## src/design/ffba_pkg.sv

```systemverilog
// Shared types and constants for the first-fit block allocator.
`timescale 1ns / 1ps

package ffba_pkg;

    // Default pool geometry
    localparam int BLOCK_BYTES_DEF = 256;
    localparam int BLOCK_COUNT_DEF = 32;

    // Stream payload widths (whole bytes)
    localparam int IN_DATA_W  = 24;
    localparam int OUT_DATA_W = 40;

    // Request kinds carried in tuser
    localparam logic REQ_ALLOC = 1'b0;
    localparam logic REQ_FREE  = 1'b1;

    // Result status codes
    typedef enum logic [2:0] {
        ST_OK       = 3'd0,
        ST_ZERO     = 3'd1,
        ST_NOFREE   = 3'd2,
        ST_NOHANDLE = 3'd3,
        ST_NORUN    = 3'd4,
        ST_BAD      = 3'd5
    } t_status;

endpackage

```

## src/design/first_fit_block_allocator_top.sv

```systemverilog
// First-fit contiguous block allocator: block map and handle table in RAM.
//
//  channel   dir  tdata (low bit first)                              tuser
//  s_axis    in   size_bytes[15:0] handle_in[20:16] zero[23:21]      req_type
//  m_axis    out  status[2:0] handle_out[7:3] start_block[12:8]      -
//                 byte_offset[25:13] granted_bytes[39:26]
//
//  Allocate: checks, a handle-table scan, a block-map scan, one mark step per
//  granted block, then loading the result. Free: reading the handle entry,
//  one release step per block of the run, then loading the result; zero
//  size, not enough free and bad handle finish without any scan.
//  After reset a clearing pass zeroes both RAMs; no request is taken during
//  it. One request is in work at a time; the result register lets the next
//  request enter while the last result waits.
`timescale 1ns / 1ps

module first_fit_block_allocator_top #(
    parameter int BLOCK_BYTES = ffba_pkg::BLOCK_BYTES_DEF,
    parameter int BLOCK_COUNT = ffba_pkg::BLOCK_COUNT_DEF
) (
    input  logic                            i_clk,
    input  logic                            i_rst_n,
    input  logic                            i_s_axis_tvalid,
    output logic                            o_s_axis_tready,
    // size_bytes[15:0], handle_in[20:16], zero pad[23:21]
    input  logic [ffba_pkg::IN_DATA_W-1:0]  i_s_axis_tdata,
    // req_type[0]
    input  logic                            i_s_axis_tuser,
    output logic                            o_m_axis_tvalid,
    input  logic                            i_m_axis_tready,
    // status[2:0], handle_out[7:3], start_block[12:8],
    // byte_offset[25:13], granted_bytes[39:26]
    output logic [ffba_pkg::OUT_DATA_W-1:0] o_m_axis_tdata
);
    import ffba_pkg::*;

    // Widths derived from the pool geometry
    localparam int BW   = (BLOCK_COUNT > 1) ? $clog2(BLOCK_COUNT) : 1;
    localparam int CW   = $clog2(BLOCK_COUNT + 1);
    localparam int BBW  = $clog2(BLOCK_BYTES + 1);
    localparam int PW   = CW + BBW;
    localparam int CMPW = (PW > 16) ? PW : 16;
    localparam int OW   = BW + BBW;
    localparam int RBW  = $clog2(65535 + BLOCK_BYTES + 1);

    typedef struct packed {
        logic          used;
        logic [BW-1:0] start;
        logic [CW-1:0] len;
    } t_entry;

    typedef enum logic [9:0] {
        S_CLR    = 10'b00_0000_0001,
        S_IDLE   = 10'b00_0000_0010,
        S_CHECK  = 10'b00_0000_0100,
        S_HSCAN  = 10'b00_0000_1000,
        S_BSCAN  = 10'b00_0001_0000,
        S_MARK   = 10'b00_0010_0000,
        S_FREAD  = 10'b00_0100_0000,
        S_UNMARK = 10'b00_1000_0000,
        S_RESP   = 10'b01_0000_0000
    } t_state;

    // Memories
    logic   r_map_mem  [BLOCK_COUNT];
    t_entry r_hent_mem [BLOCK_COUNT];
    logic   r_map_rd;
    t_entry r_hent_rd;

    // Control and working registers
    t_state          r_state;
    logic [CW-1:0]   r_addr;
    logic [CW-1:0]   r_cnt;
    logic            r_chk;
    logic [15:0]     r_size;
    logic [BW-1:0]   r_hidx;
    logic [4:0]      r_hout;
    logic [BW-1:0]   r_start;
    logic [CW-1:0]   r_len;
    t_status         r_status;
    logic [CW-1:0]   r_used_blk;
    logic [CW-1:0]   r_run_len;
    logic [RBW-1:0]  r_run_bytes;
    logic            r_out_valid;
    logic [OUT_DATA_W-1:0] r_out_data;

    // Combinational helpers
    logic            s_xfer;
    logic [15:0]     s_size;
    logic [4:0]      s_hin;
    logic            s_hin_ok;
    logic [BW-1:0]   s_hin_idx;
    logic [CW-1:0]   free_blk;
    logic [PW-1:0]   free_bytes;
    logic [CW-1:0]   addr_prev;
    logic [CW-1:0]   run_len_nx;
    logic [RBW-1:0]  run_bytes_nx;
    logic            run_hit;
    logic            last_step;
    logic [OW-1:0]   offset_full;
    logic [PW-1:0]   granted_full;

    logic            map_we;
    logic            map_wdata;
    logic [BW-1:0]   hent_raddr;
    logic            hent_we;
    logic [BW-1:0]   hent_waddr;
    t_entry          hent_wdata;

    assign s_xfer    = i_s_axis_tvalid && o_s_axis_tready;
    assign s_size    = i_s_axis_tdata[15:0];
    assign s_hin     = i_s_axis_tdata[20:16];
    assign s_hin_ok  = (32'(s_hin) < 32'(BLOCK_COUNT));
    assign s_hin_idx = BW'(s_hin);

    // Free-space check: one multiply, then compare
    assign free_blk   = CW'(BLOCK_COUNT) - r_used_blk;
    assign free_bytes = PW'(free_blk) * PW'(BLOCK_BYTES);

    // Scan helpers: the data read last cycle belongs to r_addr - 1
    assign addr_prev    = r_addr - 1'b1;
    assign run_len_nx   = r_run_len + 1'b1;
    assign run_bytes_nx = r_run_bytes + RBW'(BLOCK_BYTES);
    assign run_hit      = (run_bytes_nx >= RBW'(r_size));
    assign last_step    = (r_cnt == (r_len - 1'b1));

    // Result byte figures
    assign offset_full  = OW'(r_start) * OW'(BLOCK_BYTES);
    assign granted_full = PW'(r_len) * PW'(BLOCK_BYTES);

    // Memory port control
    always_comb begin
        map_we     = (r_state == S_CLR) || (r_state == S_MARK) || (r_state == S_UNMARK);
        map_wdata  = (r_state == S_MARK);
        hent_raddr = (r_state == S_IDLE) ? s_hin_idx : r_addr[BW-1:0];
        hent_we    = 1'b0;
        hent_waddr = r_hidx;
        hent_wdata = '0;
        unique case (r_state)
            S_CLR: begin
                hent_we    = 1'b1;
                hent_waddr = r_addr[BW-1:0];
            end
            S_FREAD: begin
                hent_we          = r_hent_rd.used;
                hent_wdata.start = r_hent_rd.start;
                hent_wdata.len   = r_hent_rd.len;
            end
            S_MARK: begin
                hent_we    = last_step;
                hent_wdata = '{used: 1'b1, start: r_start, len: r_len};
            end
            default: begin
            end
        endcase
    end

    // Block map RAM
    always_ff @(posedge i_clk) begin
        if (map_we) begin
            r_map_mem[r_addr[BW-1:0]] <= map_wdata;
        end
        r_map_rd <= r_map_mem[r_addr[BW-1:0]];
    end

    // Handle table RAM
    always_ff @(posedge i_clk) begin
        if (hent_we) begin
            r_hent_mem[hent_waddr] <= hent_wdata;
        end
        r_hent_rd <= r_hent_mem[hent_raddr];
    end

    // Sequencer
    always_ff @(posedge i_clk) begin
        if (!i_rst_n) begin
            r_state     <= S_CLR;
            r_addr      <= '0;
            r_used_blk  <= '0;
            r_out_valid <= 1'b0;
        end else begin
            // S_RESP reloads the result register itself
            if (r_out_valid && i_m_axis_tready && (r_state != S_RESP)) begin
                r_out_valid <= 1'b0;
            end
            unique case (r_state)
                // Zero both RAMs, one entry a cycle
                S_CLR: begin
                    if (r_addr == CW'(BLOCK_COUNT - 1)) begin
                        r_addr  <= '0;
                        r_state <= S_IDLE;
                    end else begin
                        r_addr <= r_addr + 1'b1;
                    end
                end
                // Take a request and sort out the quick cases
                S_IDLE: begin
                    if (s_xfer) begin
                        r_size  <= s_size;
                        r_hidx  <= s_hin_idx;
                        r_start <= '0;
                        r_len   <= '0;
                        if (i_s_axis_tuser == REQ_FREE) begin
                            r_hout <= s_hin;
                            if (s_hin_ok) begin
                                r_status <= ST_OK;
                                r_state  <= S_FREAD;
                            end else begin
                                r_status <= ST_BAD;
                                r_state  <= S_RESP;
                            end
                        end else begin
                            r_hout <= '0;
                            if (s_size == '0) begin
                                r_status <= ST_ZERO;
                                r_state  <= S_RESP;
                            end else begin
                                r_status <= ST_OK;
                                r_state  <= S_CHECK;
                            end
                        end
                    end
                end
                // Enough free bytes overall?
                S_CHECK: begin
                    if (CMPW'(r_size) > CMPW'(free_bytes)) begin
                        r_status <= ST_NOFREE;
                        r_state  <= S_RESP;
                    end else begin
                        r_addr  <= '0;
                        r_chk   <= 1'b0;
                        r_state <= S_HSCAN;
                    end
                end
                // Lowest unused handle
                S_HSCAN: begin
                    if (r_chk && !r_hent_rd.used) begin
                        r_hidx      <= addr_prev[BW-1:0];
                        r_hout      <= 5'(addr_prev);
                        r_addr      <= '0;
                        r_chk       <= 1'b0;
                        r_run_len   <= '0;
                        r_run_bytes <= '0;
                        r_state     <= S_BSCAN;
                    end else if (r_addr == CW'(BLOCK_COUNT)) begin
                        r_status <= ST_NOHANDLE;
                        r_state  <= S_RESP;
                    end else begin
                        r_addr <= r_addr + 1'b1;
                        r_chk  <= 1'b1;
                    end
                end
                // First run of free blocks long enough for the request
                S_BSCAN: begin
                    if (r_chk && !r_map_rd && run_hit) begin
                        r_start <= BW'(r_addr - run_len_nx);
                        r_len   <= run_len_nx;
                        r_addr  <= r_addr - run_len_nx;
                        r_cnt   <= '0;
                        r_state <= S_MARK;
                    end else if (r_addr == CW'(BLOCK_COUNT)) begin
                        r_status <= ST_NORUN;
                        r_hout   <= '0;
                        r_state  <= S_RESP;
                    end else begin
                        r_addr <= r_addr + 1'b1;
                        r_chk  <= 1'b1;
                        if (r_chk) begin
                            if (r_map_rd) begin
                                r_run_len   <= '0;
                                r_run_bytes <= '0;
                            end else begin
                                r_run_len   <= run_len_nx;
                                r_run_bytes <= run_bytes_nx;
                            end
                        end
                    end
                end
                // Mark the granted run used; table entry goes in on the last block
                S_MARK: begin
                    r_addr <= r_addr + 1'b1;
                    r_cnt  <= r_cnt + 1'b1;
                    if (last_step) begin
                        r_used_blk <= r_used_blk + r_len;
                        r_state    <= S_RESP;
                    end
                end
                // Handle entry read back; a used table entry is marked unused here
                S_FREAD: begin
                    if (r_hent_rd.used) begin
                        r_start <= r_hent_rd.start;
                        r_len   <= r_hent_rd.len;
                        r_addr  <= CW'(r_hent_rd.start);
                        r_cnt   <= '0;
                        r_state <= S_UNMARK;
                    end else begin
                        r_status <= ST_BAD;
                        r_state  <= S_RESP;
                    end
                end
                // Release the run, one block a cycle
                S_UNMARK: begin
                    r_addr <= r_addr + 1'b1;
                    r_cnt  <= r_cnt + 1'b1;
                    if (last_step) begin
                        r_used_blk <= r_used_blk - r_len;
                        r_state    <= S_RESP;
                    end
                end
                // Load the result register once it is free
                S_RESP: begin
                    if (!r_out_valid || i_m_axis_tready) begin
                        r_out_valid <= 1'b1;
                        r_out_data  <= {14'(granted_full), 13'(offset_full),
                                        5'(r_start), r_hout, r_status};
                        r_state     <= S_IDLE;
                    end
                end
                default: begin
                    r_state <= S_IDLE;
                end
            endcase
        end
    end

    assign o_s_axis_tready = (r_state == S_IDLE);
    assign o_m_axis_tvalid = r_out_valid;
    assign o_m_axis_tdata  = r_out_data;

endmodule

```

## config.mk

```make
export PLATFORM = sky130hd
export DESIGN_NAME = first_fit_block_allocator_top
export DESIGN_NICKNAME = d
export VERILOG_FILES = /design/src/design/ffba_pkg.sv /design/src/design/first_fit_block_allocator_top.sv
export SDC_FILE = /design/constraint.sdc
export NUM_CORES = 1
export LEC_CHECK = 0
export ABC_AREA = 1
export BUFFER_PORTS_ARGS = -buffer_cell sky130_fd_sc_hd__buf_2
export CAP_MARGIN = 20
export CORE_MARGIN = 2
export CORE_UTILIZATION = 40
export CTS_CLUSTER_DIAMETER = 150
export CTS_CLUSTER_SIZE = 10
export DETAILED_ROUTE_END_ITERATION = 12
export SLEW_MARGIN = 10
export SYNTH_ARGS = -nofsm -noshare
export SYNTH_HDL_FRONTEND = slang
export SYNTH_SLANG_ARGS = --single-unit
```

## constraint.sdc

```tcl
create_clock -name i_clk -period 3.9 [get_ports i_clk]
set_clock_uncertainty 0.15 [all_clocks]
set_input_delay 0.78 -clock i_clk [delete_from_list [all_inputs] [get_ports i_clk]]
set_output_delay 0.78 -clock i_clk [all_outputs]
set_load 0.02 [all_outputs]
```

==> qor.yml <==
drt_iter0_drc: 1444
yosys-mux-area-fraction_pct: 0
peakVddDrop_uv: 353
place_hpwl_mm: 35.9
r2r-end: "r_cnt[1]"
clock-sinks: 541
synth-simple-area-share_pct: 12.4
grt_first_pass_wirelength_mm: 90.7
clockBufferDepth: 3
ys_ff_latch: 541
path_clk_slew_ps: 60
via_count: 16164
die-area_um2: 62500
reg2regPathDepth: 17
yosysSeqAreaShare_pct: 65.6
fp.coreArea_um2: 60100
syn_area_um2: 24200
place_congestion: 0.883
wl_per_cell_um: 19.8
numPortBuffers: 51
outcome: "finished clean"
numCtsBuffers: 60
synth-edff-count: 505
async_flop_share_pct: 0
diodes: 0
cts.htree.levels: 2
synthCells: 2101
period_needed_ps: 3450
period_share_pct: 88.5
setup_viol: 0
ys_types: 59
synth_compound_area_share_pct: 12.5
timing.reg2reg.setup_slack_ps: 450
timing.fmax_mhz: 290
dieWidth_um: 250
relSlewSlack_pct: 30.4
grt_antenna_before_repair: 0
synth-xor-area-share_pct: 1.01
start_kind: "flip-flop"
timing.rr.start: "r_run_bytes[8]"
start_util_pct: 40.3
track_usage_pct: 18.7
die_h_um: 250
power_density_nw_per_um2: 459
cts-root-buf: "clkbuf_16"
path_class: "flip-flop to flip-flop"
synthAdderAreaFrac_pct: 2.28
cts_tree: "built"
mostFrequentLayoutCells: "edfxtp_1, nor2_1, nand2_1, inv_1, o21ai_0"
drc: 0
vias_per_cell: 5.39
fin_nets: 2268
yosysWarnings: 0
holdWs_ps: 196
synth.area.top_cells: "edfxtp_1, nor2_1, o21ai_0"
critPathMaxFanout: 6
timing.critical_path.to_type: "flip-flop"
min-delay-start: "i_s_axis_tdata[5]"
grt_pass1_vias: 15549
holdPathStages: 1
io-pin-count: 71
finalSetupTns_ps: 0
hold_class: "input pin to flip-flop"
hold_end: "r_size[5]"
synth_top_cell_area_share_pct: 62.6
postSynthAreaPerCell_um2: 11.5
worst_pin_slew_ps: 1040
drv_cap: 0
rsz0062_at_grt: "false"
ant_nets: 0
hold_viol_final: 0
drive_gt1_share_pct: 12.9
drtPass1Iterations: 5
placementRows: 90
area_growth_pct: 12.5
clk_latency_ps: 640
overflow: 0
grt_max_degree: 157
ys.flop_type: "edfxtp_1"
power.leakage_nw: 9.19
worstPathArrival_ps: 3640
finalWirelength_mm: 59.5
crit_required_ps: 4090
post-place-ws_ps: 333
synth_top_family_by_area: "compound AO/OA/AOI/OAI gates"
synth_top_area_cell: "edfxtp_1"
layout_commonest_cell: "edfxtp_1"
drv_slew: 0
worst_slack_ps: 449
-- sequential cells by signal, indices dropped and copies added, names as in the netlist, 6 cells and up --
signal,flops
r_hent_rd,12
r_state,10
r_hent_mem,384
r_used_blk,6
r_map_mem,32
r_size,16
r_run_bytes,17
o_m_axis_tdata,19
r_len,6
r_addr,6
r_cnt,6
r_run_len,6
-- how the worst max path moves through the flow --
stage | startpoint | slack [ps] | to
6_report | r_run_bytes[8] | 450 | r_cnt[1]
5_1_grt | r_run_bytes[8] | 80 | r_start[0]
4_1_cts | r_run_bytes[8] | 310 | r_start[2]
3_5_place_dp | r_run_bytes[8] | 330 | r_cnt[1]
3_3_place_gp | r_run_bytes[8] | 410 | r_run_bytes[3]
2_1_floorplan | r_run_bytes[8] | 70 | r_run_bytes[0]
-- routing by layer --
metal	part of all wire [%]	wire length [µm]	global-route usage, %
met3	6.5	3840	2.63
met4	2.4	1450	6.07
met1	44	26200	25.9
met2	47	28000	30.5
met5	0	0	0
-- cell families (layout without fill, tap and decap cells) --
family	after synthesis	in the layout
and+or+nand+nor	682	682
xor gates and xnor gates	28	28
AOI/OAI and AO/OA	487	487
adders and majority gates	43	43
DFF	541	541
other	1	17
buffers and inverters	319	420
-- cell usage after synthesis (9+ instances only) --
library cell  count
ha_1             41
or2_2            32
inv_1           193
or2_1            22
o21ai_0         191
o211ai_2         21
clkbuf_1         34
buf_6            17
o21bai_1         15
nor3_1           15
buf_4            34
a21oi_1          39
nor4_1           11
nand4_1          17
o21ai_1          64
nor2_1          262
xnor2_1           9
nand2_1         211
o211ai_1        114
o22ai_1          16
nand3_1          95
buf_2            29
xor2_1           19
dfxtp_1          36
edfxtp_1        505
-- report_power, final --
| part | leakage [nW] | switching, mW | internal (mW) |
|---|---|---|---|
| Clock | 0.803 | 2.17 | 2.82 |
| Sequential | 4.29 | 0.0375 | 6.34 |
| Combinational | 4.10 | 0.797 | 0.331 |
-- metrics by stage --
step	cell area (µm²)	std cells	total power [mW]	util, %
floorplan	24300	2117	7.27	-
global route	27200	3000	12.9	45.3
global placement	25600	2916	7.60	42.5
detailed placement	25600	2916	7.62	42.5
CTS	27200	3000	12.6	45.3
finish	27200	3000	12.5	45.3
-- critical path, cell delays in order (launching register included) --
cell      delay, ps
edfxtp_1        420
ha_1            200
nand2_1          90
nor2_2          180
nand3_1         110
xor2_1          180
inv_1            70
ha_1            320
nand4_1         100
nor4_1          260
nand2_1          80
nand3_1         180
nand2_1         100
buf_4           150
nand2_1          60
inv_1            80
nor4_1          210
buf_4           220
-- what timing repair did --
action | CTS | global route
hold buffers | 0 | 0
gates resized for setup | 0 | 1
setup buffers | 0 | 0
setup endpoints to repair | 0 | 16
-- final cells by class --
cell class                      count  area, µm²
Clock buffer                       81       1600
Fill cell                        5428      32900
Tap cell                          782        978
Multi-Input combinational cell   1257       6950
Clock inverter                      3       68.8
Inverter                          201        762
Timing Repair Buffer              135        986
Sequential cell                   541      15900
(Power assumes the default switching activity.)
